`src/rtl/ate_pkg.sv`:
```
// ============================================================================
// ate_pkg
// Types, codes and constants shared by the text terminal engine modules.
// ============================================================================
package ate_pkg;

    // Field widths fixed by the item formats.
    localparam int ROW_W  = 6;
    localparam int COL_W  = 7;
    localparam int CELL_W = 16;

    // Command codes.
    localparam logic [1:0] CMD_BYTE = 2'd0;
    localparam logic [1:0] CMD_TICK = 2'd1;
    localparam logic [1:0] CMD_READ = 2'd2;

    // Stream characters.
    localparam logic [7:0] CH_ESC    = 8'h1B;
    localparam logic [7:0] CH_LF     = 8'h0A;
    localparam logic [7:0] CH_CR     = 8'h0D;
    localparam logic [7:0] CH_BS     = 8'h08;
    localparam logic [7:0] CH_TAB    = 8'h09;
    localparam logic [7:0] CH_SPACE  = 8'h20;
    localparam logic [7:0] CH_LBRACK = 8'h5B;
    localparam logic [7:0] CH_ZERO   = 8'h30;
    localparam logic [7:0] CH_NINE   = 8'h39;
    localparam logic [7:0] CH_SEMI   = 8'h3B;
    localparam logic [7:0] CH_QUEST  = 8'h3F;
    localparam logic [7:0] CH_UP_A   = 8'h41;
    localparam logic [7:0] CH_UP_B   = 8'h42;
    localparam logic [7:0] CH_UP_C   = 8'h43;
    localparam logic [7:0] CH_UP_D   = 8'h44;
    localparam logic [7:0] CH_UP_H   = 8'h48;
    localparam logic [7:0] CH_UP_J   = 8'h4A;
    localparam logic [7:0] CH_UP_K   = 8'h4B;
    localparam logic [7:0] CH_UP_L   = 8'h4C;
    localparam logic [7:0] CH_UP_M   = 8'h4D;
    localparam logic [7:0] CH_LO_F   = 8'h66;
    localparam logic [7:0] CH_LO_H   = 8'h68;
    localparam logic [7:0] CH_LO_L   = 8'h6C;
    localparam logic [7:0] CH_LO_M   = 8'h6D;
    localparam logic [7:0] CH_LO_S   = 8'h73;
    localparam logic [7:0] CH_LO_U   = 8'h75;

    localparam logic [CELL_W-1:0] CURSOR_TILE   = 16'hFF7F;
    localparam logic [7:0]        COLOR_RESET   = 8'hFF;
    localparam logic [7:0]        BLINK_DEFAULT = 8'd10;
    localparam logic [7:0]        COUNT_MAX     = 8'hFF;
    localparam logic [7:0]        CURSOR_MODE   = 8'd25;

    // Input item as it arrives on the port.
    typedef struct packed {
        logic [1:0]  command;
        logic [7:0]  byte_value;
        logic        batch_end;
        logic [12:0] cell_index;
    } t_in_item;

    // Result item.
    typedef struct packed {
        logic [CELL_W-1:0] read_data;
        logic [ROW_W-1:0]  row_now;
        logic [COL_W-1:0]  col_now;
        logic [ROW_W-1:0]  top_row;
        logic              cursor_on;
        logic [7:0]        color_now;
        logic              escape_busy;
    } t_out_item;

    // Item class decided at the front.
    typedef enum logic [1:0] {
        K_BYTE,
        K_TICK,
        K_READ,
        K_NONE
    } t_kind;

    typedef struct packed {
        t_kind       kind;
        logic [7:0]  byte_value;
        logic        batch_end;
        logic [12:0] cell_index;
    } t_item;

    typedef enum logic [2:0] {
        S_IDLE,
        S_GLYPH,
        S_FILL,
        S_COPY_RD,
        S_COPY_WR,
        S_READ,
        S_DONE
    } t_state;

    // Select graphic rendition: color for one parameter value.
    function automatic logic [7:0] sgr_color(input logic [7:0] color, input logic [7:0] v);
        logic [7:0] c;
        begin
            c = color;
            case (v)
                8'd0, 8'd37: c = 8'hFF;
                8'd30:       c = 8'h00;
                8'd31:       c = 8'hE0;
                8'd32:       c = 8'h1C;
                8'd33:       c = 8'hFC;
                8'd34:       c = 8'h03;
                8'd35:       c = 8'hE3;
                8'd36:       c = 8'h1F;
                default:     c = color;
            endcase
            return c;
        end
    endfunction

    // Numeric value of a stored argument of up to two characters.
    function automatic logic [7:0] arg_val(input logic [1:0] len, input logic [7:0] c0,
                                           input logic [7:0] c1);
        logic signed [13:0] d0;
        logic signed [13:0] d1;
        logic signed [13:0] v;
        begin
            d0 = $signed({6'd0, c0}) - 14'sd48;
            d1 = $signed({6'd0, c1}) - 14'sd48;
            if (len == 2'd0) begin
                v = 14'sd0;
            end else if (len == 2'd1) begin
                v = d0;
            end else begin
                v = d0 * 14'sd10 + d1;
            end
            return (v < 14'sd0) ? 8'd0 : v[7:0];
        end
    endfunction

endpackage

```
`src/rtl/ate_front.sv`:
```
// ============================================================================
// ate_front
// Accepts input items, classifies them and queues them for the engine.
// ============================================================================
module ate_front (
    input  logic              i_clk,
    input  logic              i_rst_n,
    input  logic              i_in_valid,
    output logic              o_in_stall,
    input  ate_pkg::t_in_item i_in_data,
    input  logic              i_hold,
    output logic              o_item_valid,
    output ate_pkg::t_item    o_item,
    input  logic              i_item_ready
);
    import ate_pkg::*;

    localparam int DEPTH = 2;

    t_item      r_q [DEPTH];
    logic       r_wp, n_wp;
    logic       r_rp, n_rp;
    logic [1:0] r_count, n_count;
    logic       w_push;
    logic       w_pop;
    t_item      w_new;

    // Classify the incoming item.
    always_comb begin
        w_new.byte_value = i_in_data.byte_value;
        w_new.batch_end  = i_in_data.batch_end;
        w_new.cell_index = i_in_data.cell_index;
        unique case (i_in_data.command)
            CMD_BYTE: w_new.kind = K_BYTE;
            CMD_TICK: w_new.kind = K_TICK;
            CMD_READ: w_new.kind = K_READ;
            default:  w_new.kind = K_NONE;
        endcase
    end

    assign o_in_stall   = (r_count == 2'(DEPTH)) || i_hold;
    assign w_push       = i_in_valid && !o_in_stall;
    assign o_item_valid = (r_count != 2'd0);
    assign w_pop        = o_item_valid && i_item_ready;
    assign o_item       = r_q[r_rp];

    // Queue pointers and fill level.
    always_comb begin
        n_wp    = w_push ? ~r_wp : r_wp;
        n_rp    = w_pop ? ~r_rp : r_rp;
        n_count = r_count + 2'(w_push) - 2'(w_pop);
    end

    always_ff @(posedge i_clk) begin
        if (!i_rst_n) begin
            r_wp    <= 1'b0;
            r_rp    <= 1'b0;
            r_count <= 2'd0;
        end else begin
            r_wp    <= n_wp;
            r_rp    <= n_rp;
            r_count <= n_count;
        end
    end

    // Queue storage.
    always_ff @(posedge i_clk) begin
        if (w_push) begin
            r_q[r_wp] <= w_new;
        end
    end

endmodule

```
`config.mk`:
```
export PLATFORM = sky130hd
export DESIGN_NAME = ate_front
export DESIGN_NICKNAME = d
export VERILOG_FILES = /design/src/rtl/ate_pkg.sv /design/src/rtl/ate_front.sv
export SDC_FILE = /design/constraint.sdc
export NUM_CORES = 1
export LEC_CHECK = 0
export BUFFER_PORTS_ARGS = -buffer_cell sky130_fd_sc_hd__buf_2
export CAP_MARGIN = 0
export CORE_UTILIZATION = 40
export CTS_CLUSTER_SIZE = 10
export DETAILED_ROUTE_END_ITERATION = 12
export PLACE_DENSITY = 0.59
export SKIP_LAST_GASP = 1
export SYNTH_ARGS = -nofsm -noshare
export SYNTH_HDL_FRONTEND = slang
export SYNTH_SLANG_ARGS = --single-unit
```
`constraint.sdc`:
```
create_clock -name i_clk -period 2.85 [get_ports i_clk]
set_clock_uncertainty 0.05 [all_clocks]
set_input_delay 0.57 -clock i_clk [delete_from_list [all_inputs] [get_ports i_clk]]
set_output_delay 0.57 -clock i_clk [all_outputs]
set_load 0.01 [all_outputs]
```
==> summary.txt, run 1 <==
Synth
  – Average cell area after synthesis: 20.3 um2
  – Register area share after synthesis: 73.8%
  – Post-Syn Instances: 103
  – Number of unique standard cell types used by synthesis: 19
  – Cell area after synthesis: 0.00209 mm2
  – Net count after synthesis: 134
  – Cell type contributing the most total cell area after synthesis: edfxtp_1
  – Top cell type's share of synthesized area: 69.0%
  – Number of warnings reported in the yosys synthesis log: 0
  – Largest cells by area after synthesis: edfxtp_1, mux2_4, dfxtp_1
  – Register bit count reported by yosys: 53

Clock tree
  – Buffer type at the clock tree root: clkbuf_8
  – CTS-repair resized insts: 0
  – TritonCTS clock tree: yes
  – CTS sink cnt: 53
  – # hold bufs at CTS: 0
  – Number of post-CTS setup repair buffers: 0
  – H-tree depth: 2
  – CTS max path bufs: 2
  – Clock-pin slew on the worst setup and hold paths: 0.09 ns
  – Worst skew pair latency: 0.29 ns
  – Number of buffers added by the clock tree synthesis step: 5

Cells and area
  – Antenna diode instance count: 0
  – Commonest cells after routing, fill and taps aside: buf_2, edfxtp_1, mux2_4
  – Share of final-layout standard cells stronger than drive strength 1: 56.1%
  – Most common cell after layout, fill and taps aside: buf_2
  – Finished Core Util: 51.3%
  – Layout Cell Area excl Fill: 0.00250 mm2
  – Post-layout net count: 194
  – Area of the multi-input gates: 485 um2
  – Register area: 0.00154 mm2
  – Area added between synthesis and finish: 19.8%
  – Number of inserted filler cells in the final layout: 446

Timing
  – Setup repair after global routing missed its margin: no
  – Final hold violations: 0
  – Transition time at the pin with the least slew margin: 0.345 ns
  – Post-route worst setup slack: 0.865 ns
  – Number of slew-limit violations in the final report: 0
  – Final period util: 69.7%
  – # setup viols final: 0
  – Period minus WS final: 1.99 ns
  – Sum of negative setup slack: 0 ns
  – Max transition margin: 77.0%
  – F_max: 0.504 GHz

Floorplanning
  – Number of primary I/O pins: 55
  – Std cell rows: 25
  – Die Outline Area: 0.00551 mm2
  – Starting density of the core: 42.8%
  – Core box area: 0.00488 mm2
  – Die span in y: 74.3 um
  – Die Width: 74.3 um

Global routing
  – Aggregate global routing overflow: 0
  – Initial antenna violation count: 0
  – First-pass GRT wire length: 4870 um
  – Overall global routing resource usage: 12.5%
  – Largest net degree at the start of global routing: 25
  – Vias in the first global route: 1061

Critical path
  – Start of the worst register-to-register path: r_count[0]$_SDFF_PN0_
  – Worst Setup Path Type: reg -> out
  – Endpoint of the worst register-to-register path: r_count[1]$_SDFF_PN0_
  – Worst R2R Setup Slack: 1.02 ns
  – CP max FO: 13
  – Worst path required time: 2.23 ns
  – Startpoint type of the worst setup path: flip-flop
  – Worst setup path endpoint: o_item[20]
  – CP Data Arrival Time: 1.37 ns
  – R2R cell count: 8
  – CP Capture Type: primary output

Power and ir drop
  – Leakage dissipation: 0.986 nW
  – Worst vdd rail ir drop: 0.000353 V
  – Cell area power density: 730 mW/mm2

Placement
  – Placement Cell Area: 0.00242 mm2
  – Global placer's final weighted congestion: 0.625
  – Buffers added on ports: 54
  – Worst slack, placed: 0.777 ns
  – Placed wire-length estimate after detailed placement: 2230 um

Detailed routing
  – DR vias/cell: 4.57
  – Post-DR wirelength/cell: 14.0 um
  – Number of design-rule violations left by the first detailed-router iteration: 48
  – First-pass detailed-route iteration total: 4
  – Number of DRC violations after detailed routing: 0
  – Overall via count from detail_route: 1055
  – Wirelength, routed: 3230 um
  – Antenna violation net count after detailed routing: 0

Run status
  – Status: completed

Job
  – Number of max-capacitance violations reported: 0

Hold path
  – Class of the tightest hold or removal check: in -> reg
  – Number of cells traversed by the worst hold path: 1
logic make-up after synthesis:
| logic type | after synthesis | synth area share [%] |
|---|---|---|
| XOR/XNOR | 3 | 1.26 |
| multiplexers | 25 | 17.0 |
| flip-flops | 53 | 73.8 |
| AND/OR/NAND/NOR | 12 | 3.18 |
| adder cells (fa/ha/maj) | 2 | 1.20 |
| AO/OA/AOI/OAI | 1 | 0.360 |
| buffers and inverters | 7 | 3.18 |
critical path, cell delays in order (launching register included):
cell	delay, ns
dfxtp_1	0.34
buf_4	0.26
mux2_4	0.33
buf_2	0.14
synth_stat cells:
master / instances
xnor2_1: 3
dfxtp_1: 5
mux2_4: 20
clkbuf_1: 2
or2_2: 1
o21a_1: 1
buf_6: 1
mux2i_1: 1
nand2b_1: 2
inv_1: 2
ha_1: 2
mux2_2: 4
nand2_1: 2
buf_12: 2
nand3b_1: 1
and2_1: 2
nor2b_1: 2
nor2_1: 2
edfxtp_1: 48
per-stage QoR:
step	hold WS, ns	instances	total power (W)
after global placement	0.425	223	0.00145
final	0.410	231	0.00183
after floorplan	0.401	103	0.00134
after detailed placement	0.459	223	0.00147
after CTS	0.397	231	0.00186
after global routing	0.387	231	0.00193
flip-flops by register name, summed over array words and instances (netlist names), named ones only:
register	flops
r_q	48
r_rp	1
r_count	2
r_wp	1
worst min-delay path by stage:
| stage | to | from | slack (ns) |
|---|---|---|---|
| floorplan | r_wp$_SDFFE_PN0N_ | r_wp$_SDFFE_PN0N_ | 0.40 |
| global route | r_q[1][4]$_DFFE_PP_ | i_in_data[4] | 0.39 |
| finish | r_q[0][13]$_DFFE_PP_ | i_in_data[13] | 0.41 |
| global placement | r_wp$_SDFFE_PN0N_ | r_wp$_SDFFE_PN0N_ | 0.42 |
| detailed placement | r_wp$_SDFFE_PN0N_ | r_wp$_SDFFE_PN0N_ | 0.46 |
| CTS | r_q[0][13]$_DFFE_PP_ | i_in_data[13] | 0.40 |
cell type report:
class	instances	area share (%)
tap	67	3.35
multi-input combinational	43	19.4
clock buffer	6	2.90
sequential	53	61.6
timing repair buffer	58	12.0
clock inverter	2	0.400
inverter	2	0.300
where the power goes:
part | total (W) | leakage (nW) | internal [W] | switching [W]
combinational | 0.000491 | 0.460 | 0.000266 | 0.000225
sequential | 0.000948 | 0.481 | 0.000921 | 0.0000273
clock | 0.000388 | 0.0450 | 0.000170 | 0.000217
per-layer routing:
metal / vias up / routed length [um] / GRT usage [%]
met5: - / 0 / 0
met4: 0 / 23 / 4.40
met3: 2 / 148 / 4.61
met2: 34 / 1760 / 22.2
met1: 519 / 1310 / 13.8
li1: 500 / - / -
(Power assumes the default switching activity.)
==> run 2: changes to the inputs <==
Settings changed: ABC_AREA from default to 1.
Clock period 2.85 ns to 2 ns, I/O delays scaled along.
==> run 2 against run 1 <==
Flip-flop and latch count unchanged. Critical endpoint is now o_item[0]. Hold slack got worse by 0.17 ns. Area after synthesis up 0.66%. Die area rose by 0.63%. First-iteration DRC count fell by 17%. Sequential power grew 42%. Routed wire length fell by 1.4%.
==> summary.txt, run 2 <==
Timing
  – # setup viols final: 0 (unchanged)
  – Number of slew-limit violations in the final report: 0 (unchanged)
  – Transition time at the pin with the least slew margin: 0.234 ns (-0.111 ns)
  – Max transition margin: 84.4% (+7.4 points)
  – Final hold violations: 0 (unchanged)
  – Setup repair after global routing missed its margin: no
  – Final period util: 91.9%
  – Sum of negative setup slack: 0 ns (unchanged)
  – Period minus WS final: 1.84 ns
  – F_max: 0.544 GHz

Floorplanning
  – Die span in y: 74.5 um (+0.32%)
  – Starting density of the core: 41.4% (-1.4 points)
  – Std cell rows: 26 (+4.0%)
  – Core box area: 0.00507 mm2 (+4.0%)
  – Die Width: 74.5 um (+0.32%)
  – Die Outline Area: 0.00555 mm2 (+0.63%)
  – Number of primary I/O pins: 55 (unchanged)

Critical path
  – Startpoint type of the worst setup path: flip-flop
  – Biggest cell delay along the critical path: 0.37 ns (+0.03 ns)
  – Cell type of the slowest stage on the worst timing path: mux2_2
  – CP Capture Type: primary output
  – Worst path required time: 1.55 ns (-0.68 ns)
  – Sequence of cells on the critical path: buf_4 -> mux2_2 -> buf_2
  – Worst R2R Setup Slack: 0.32 ns (-0.70 ns)
  – Start of the worst register-to-register path: r_count[0]$_SDFF_PN0_
  – CP max FO: 13 (unchanged)
  – Worst Setup Path Type: reg -> out
  – Worst setup path endpoint: o_item[0]
  – CP Data Arrival Time: 1.39 ns (+0.02 ns)
  – R2R cell count: 10 (+2)
  – Endpoint of the worst register-to-register path: r_count[1]$_SDFF_PN0_

Cells and area
  – Post-layout net count: 209 (+7.7%)
  – Top Registers: r_q: 48 flops, r_count: 2 flops
  – Commonest cells after routing, fill and taps aside: buf_2, edfxtp_1, mux2_4
  – Share of final-layout standard cells stronger than drive strength 1: 50.6% (-5.5 points)
  – Antenna diode instance count: 0 (unchanged)
  – Layout Cell Area excl Fill: 0.00252 mm2 (+0.95%)
  – Area added between synthesis and finish: 20.1%
  – Fin cells: 248 (+7.4%)
  – Flip-flop count of the largest register, all copies and words added: 48 (unchanged)
  – Most common cell after layout, fill and taps aside: buf_2
  – Reg with most FFs: r_q
  – Finished Core Util: 49.8% (-1.5 points)

Synth
  – Number of unique standard cell types used by synthesis: 15 (-4)
  – Register bit count reported by yosys: 53 (unchanged)
  – Post-synthesis async set-or-reset flop share: 0% (unchanged)
  – Post-Syn Instances: 116 (+13%)
  – Largest cells by area after synthesis: edfxtp_1, mux2_4, dfxtp_1
  – Cell type contributing the most total cell area after synthesis: edfxtp_1
  – Cell area after synthesis: 0.00210 mm2 (+0.66%)
  – Number of warnings reported in the yosys synthesis log: 0 (unchanged)
  – Register area share after synthesis: 73.3% (-0.48 points)
  – Top cell type's share of synthesized area: 68.6% (-0.45 points)
  – Top flip-flop cell by instance count after synthesis: edfxtp_1
  – Top cell types by occurrence after synthesis: edfxtp_1, mux2_4, inv_1, nand2_1, nor2_1
  – Number of synthesized flops with an enable pin: 48 (unchanged)
  – Average cell area after synthesis: 18.1 um2 (-11%)
  – Net count after synthesis: 147 (+9.7%)
  – Dominant cell by count in the synthesized netlist: edfxtp_1

Clock tree
  – TritonCTS clock tree: yes
  – Number of buffers added by the clock tree synthesis step: 5 (unchanged)
  – # hold bufs at CTS: 0 (unchanged)
  – Clock-pin slew on the worst setup and hold paths: 0.08 ns (about the same)
  – Buffer type at the clock tree root: clkbuf_8
  – CTS sink cnt: 53 (unchanged)
  – CTS max path bufs: 2 (unchanged)
  – Number of post-CTS setup repair buffers: 0 (unchanged)
  – CTS-repair resized insts: 0 (unchanged)
  – H-tree depth: 2 (unchanged)
  – Worst skew pair latency: 0.29 ns (about the same)

Power and ir drop
  – Net switching power of the design: 0.000671 W (+43%)
  – Power, Total: 0.00257 W (+41%)
  – Share of power burned in registers: 52.6% (+0.7 points)
  – Switching Share: 26.1% (+0.34 points)
  – Leakage dissipation: 1.03 nW (+4.8%)
  – Share of power burned in combinational logic: 26.8% (about the same)
  – Cell area power density: 1020 mW/mm2 (+40%)
  – Worst vdd rail ir drop: 0.000481 V (+36%)
  – Clock share of power: 20.7% (-0.5 points)
  – Internal power: 0.00190 W (+40%)

Detailed routing
  – Number of design-rule violations left by the first detailed-router iteration: 40 (-17%)
  – Antenna violation net count after detailed routing: 0 (unchanged)
  – Overall via count from detail_route: 1112 (+5.4%)
  – Post-DR wirelength/cell: 12.9 um (-8.1%)
  – First-pass detailed-route iteration total: 4 (unchanged)
  – DR vias/cell: 4.48 (-1.8%)
  – Number of DRC violations after detailed routing: 0 (unchanged)
  – Wirelength, routed: 3190 um (-1.4%)

Global routing
  – Vias in the first global route: 1103 (+4.0%)
  – First-pass GRT wire length: 4910 um (+0.70%)
  – Largest net degree at the start of global routing: 15 (-40%)
  – Aggregate global routing overflow: 0 (unchanged)
  – Initial antenna violation count: 0 (unchanged)
  – Overall global routing resource usage: 12.2% (-0.36 points)

Placement
  – Number of placed cells counting well taps: 241 (+8.1%)
  – Placement Cell Area: 0.00245 mm2 (+1.2%)
  – Placed wire-length estimate after detailed placement: 2370 um (+6.5%)
  – Buffers added on ports: 54 (unchanged)
  – Global placer's final weighted congestion: 0.700 (+12%)

Hold path
  – Class of the tightest hold or removal check: in -> reg

Run status
  – Status: completed

Job
  – Number of max-capacitance violations reported: 0 (unchanged)
## run 2: layout make-up
class	instances	area, um2
clock inverter	1	3.75
tap	70	87.6
multi-input combinational	48	467
clock buffer	6	72.6
sequential	53	1540
timing repair buffer	60	315
inverter	10	37.5
fill	480	2550
## run 2: kinds of logic (layout without fill, tap and decap cells)
family	Yosys count	after routing	synth area share, %
DFF	53	53	73.3
adders and majority gates	2	2	1.19
AOI/OAI and AO/OA	2	2	0.595
buffers and inverters	15	77	4.58
muxes	24	24	16.4
and+or+nand+nor	20	20	3.87
## run 2: how the worst min path moves through the flow
stage / endpoint / slack (ns) / cells after the start / start
after floorplan: flip-flop / 0.40 / 2 / r_rp$_SDFFE_PN0P_
after global placement: r_rp$_SDFFE_PN0P_ / 0.42 / 2 / r_rp$_SDFFE_PN0P_
after detailed placement: r_rp$_SDFFE_PN0P_ / 0.43 / 2 / r_rp$_SDFFE_PN0P_
after CTS: r_q[0][17]$_DFFE_PP_ / 0.23 / 1 / i_in_data[17]
after global routing: r_q[1][6]$_DFFE_PP_ / 0.23 / 1 / i_in_data[6]
final: r_q[0][23]$_DFFE_PP_ / 0.24 / 1 / i_in_data[23]
## run 2: stage by stage
| stage | setup slack [ns] | hold WS, ns |
|---|---|---|
| global route | 0.101 | 0.229 |
| CTS | 0.139 | 0.232 |
| finish | 0.161 | 0.243 |
| global placement | 0.355 | 0.424 |
| detailed placement | 0.241 | 0.430 |
| floorplan | 0.305 | 0.401 |
## run 2: critical path, delay by kind of cell (launching register included)
kind | cells | cell delay [ns]
buf+inv | 2 | 0.39
flops | 1 | 0.33
mux | 1 | 0.37
## run 2: metal layers
layer  vias to the layer above  GRT usage, %  wire [um]
li1                        540             -          -
met4                         0          5.03         35
met2                        37          21.9       1710
met1                       530          13.3       1270
met5                         -             0          0
met3                         5          3.52        177
## run 2: power by group through the flow
stage	combinational, W	sequential [W]	clock, W
6_report	0.000689	0.00135	0.000532
5_1_grt	0.000758	0.00136	0.000595
4_1_cts	0.000703	0.00135	0.000552
3_5_place_dp	0.000701	0.00138	0
3_3_place_gp	0.000684	0.00137	0
2_1_floorplan	0.000527	0.00137	0
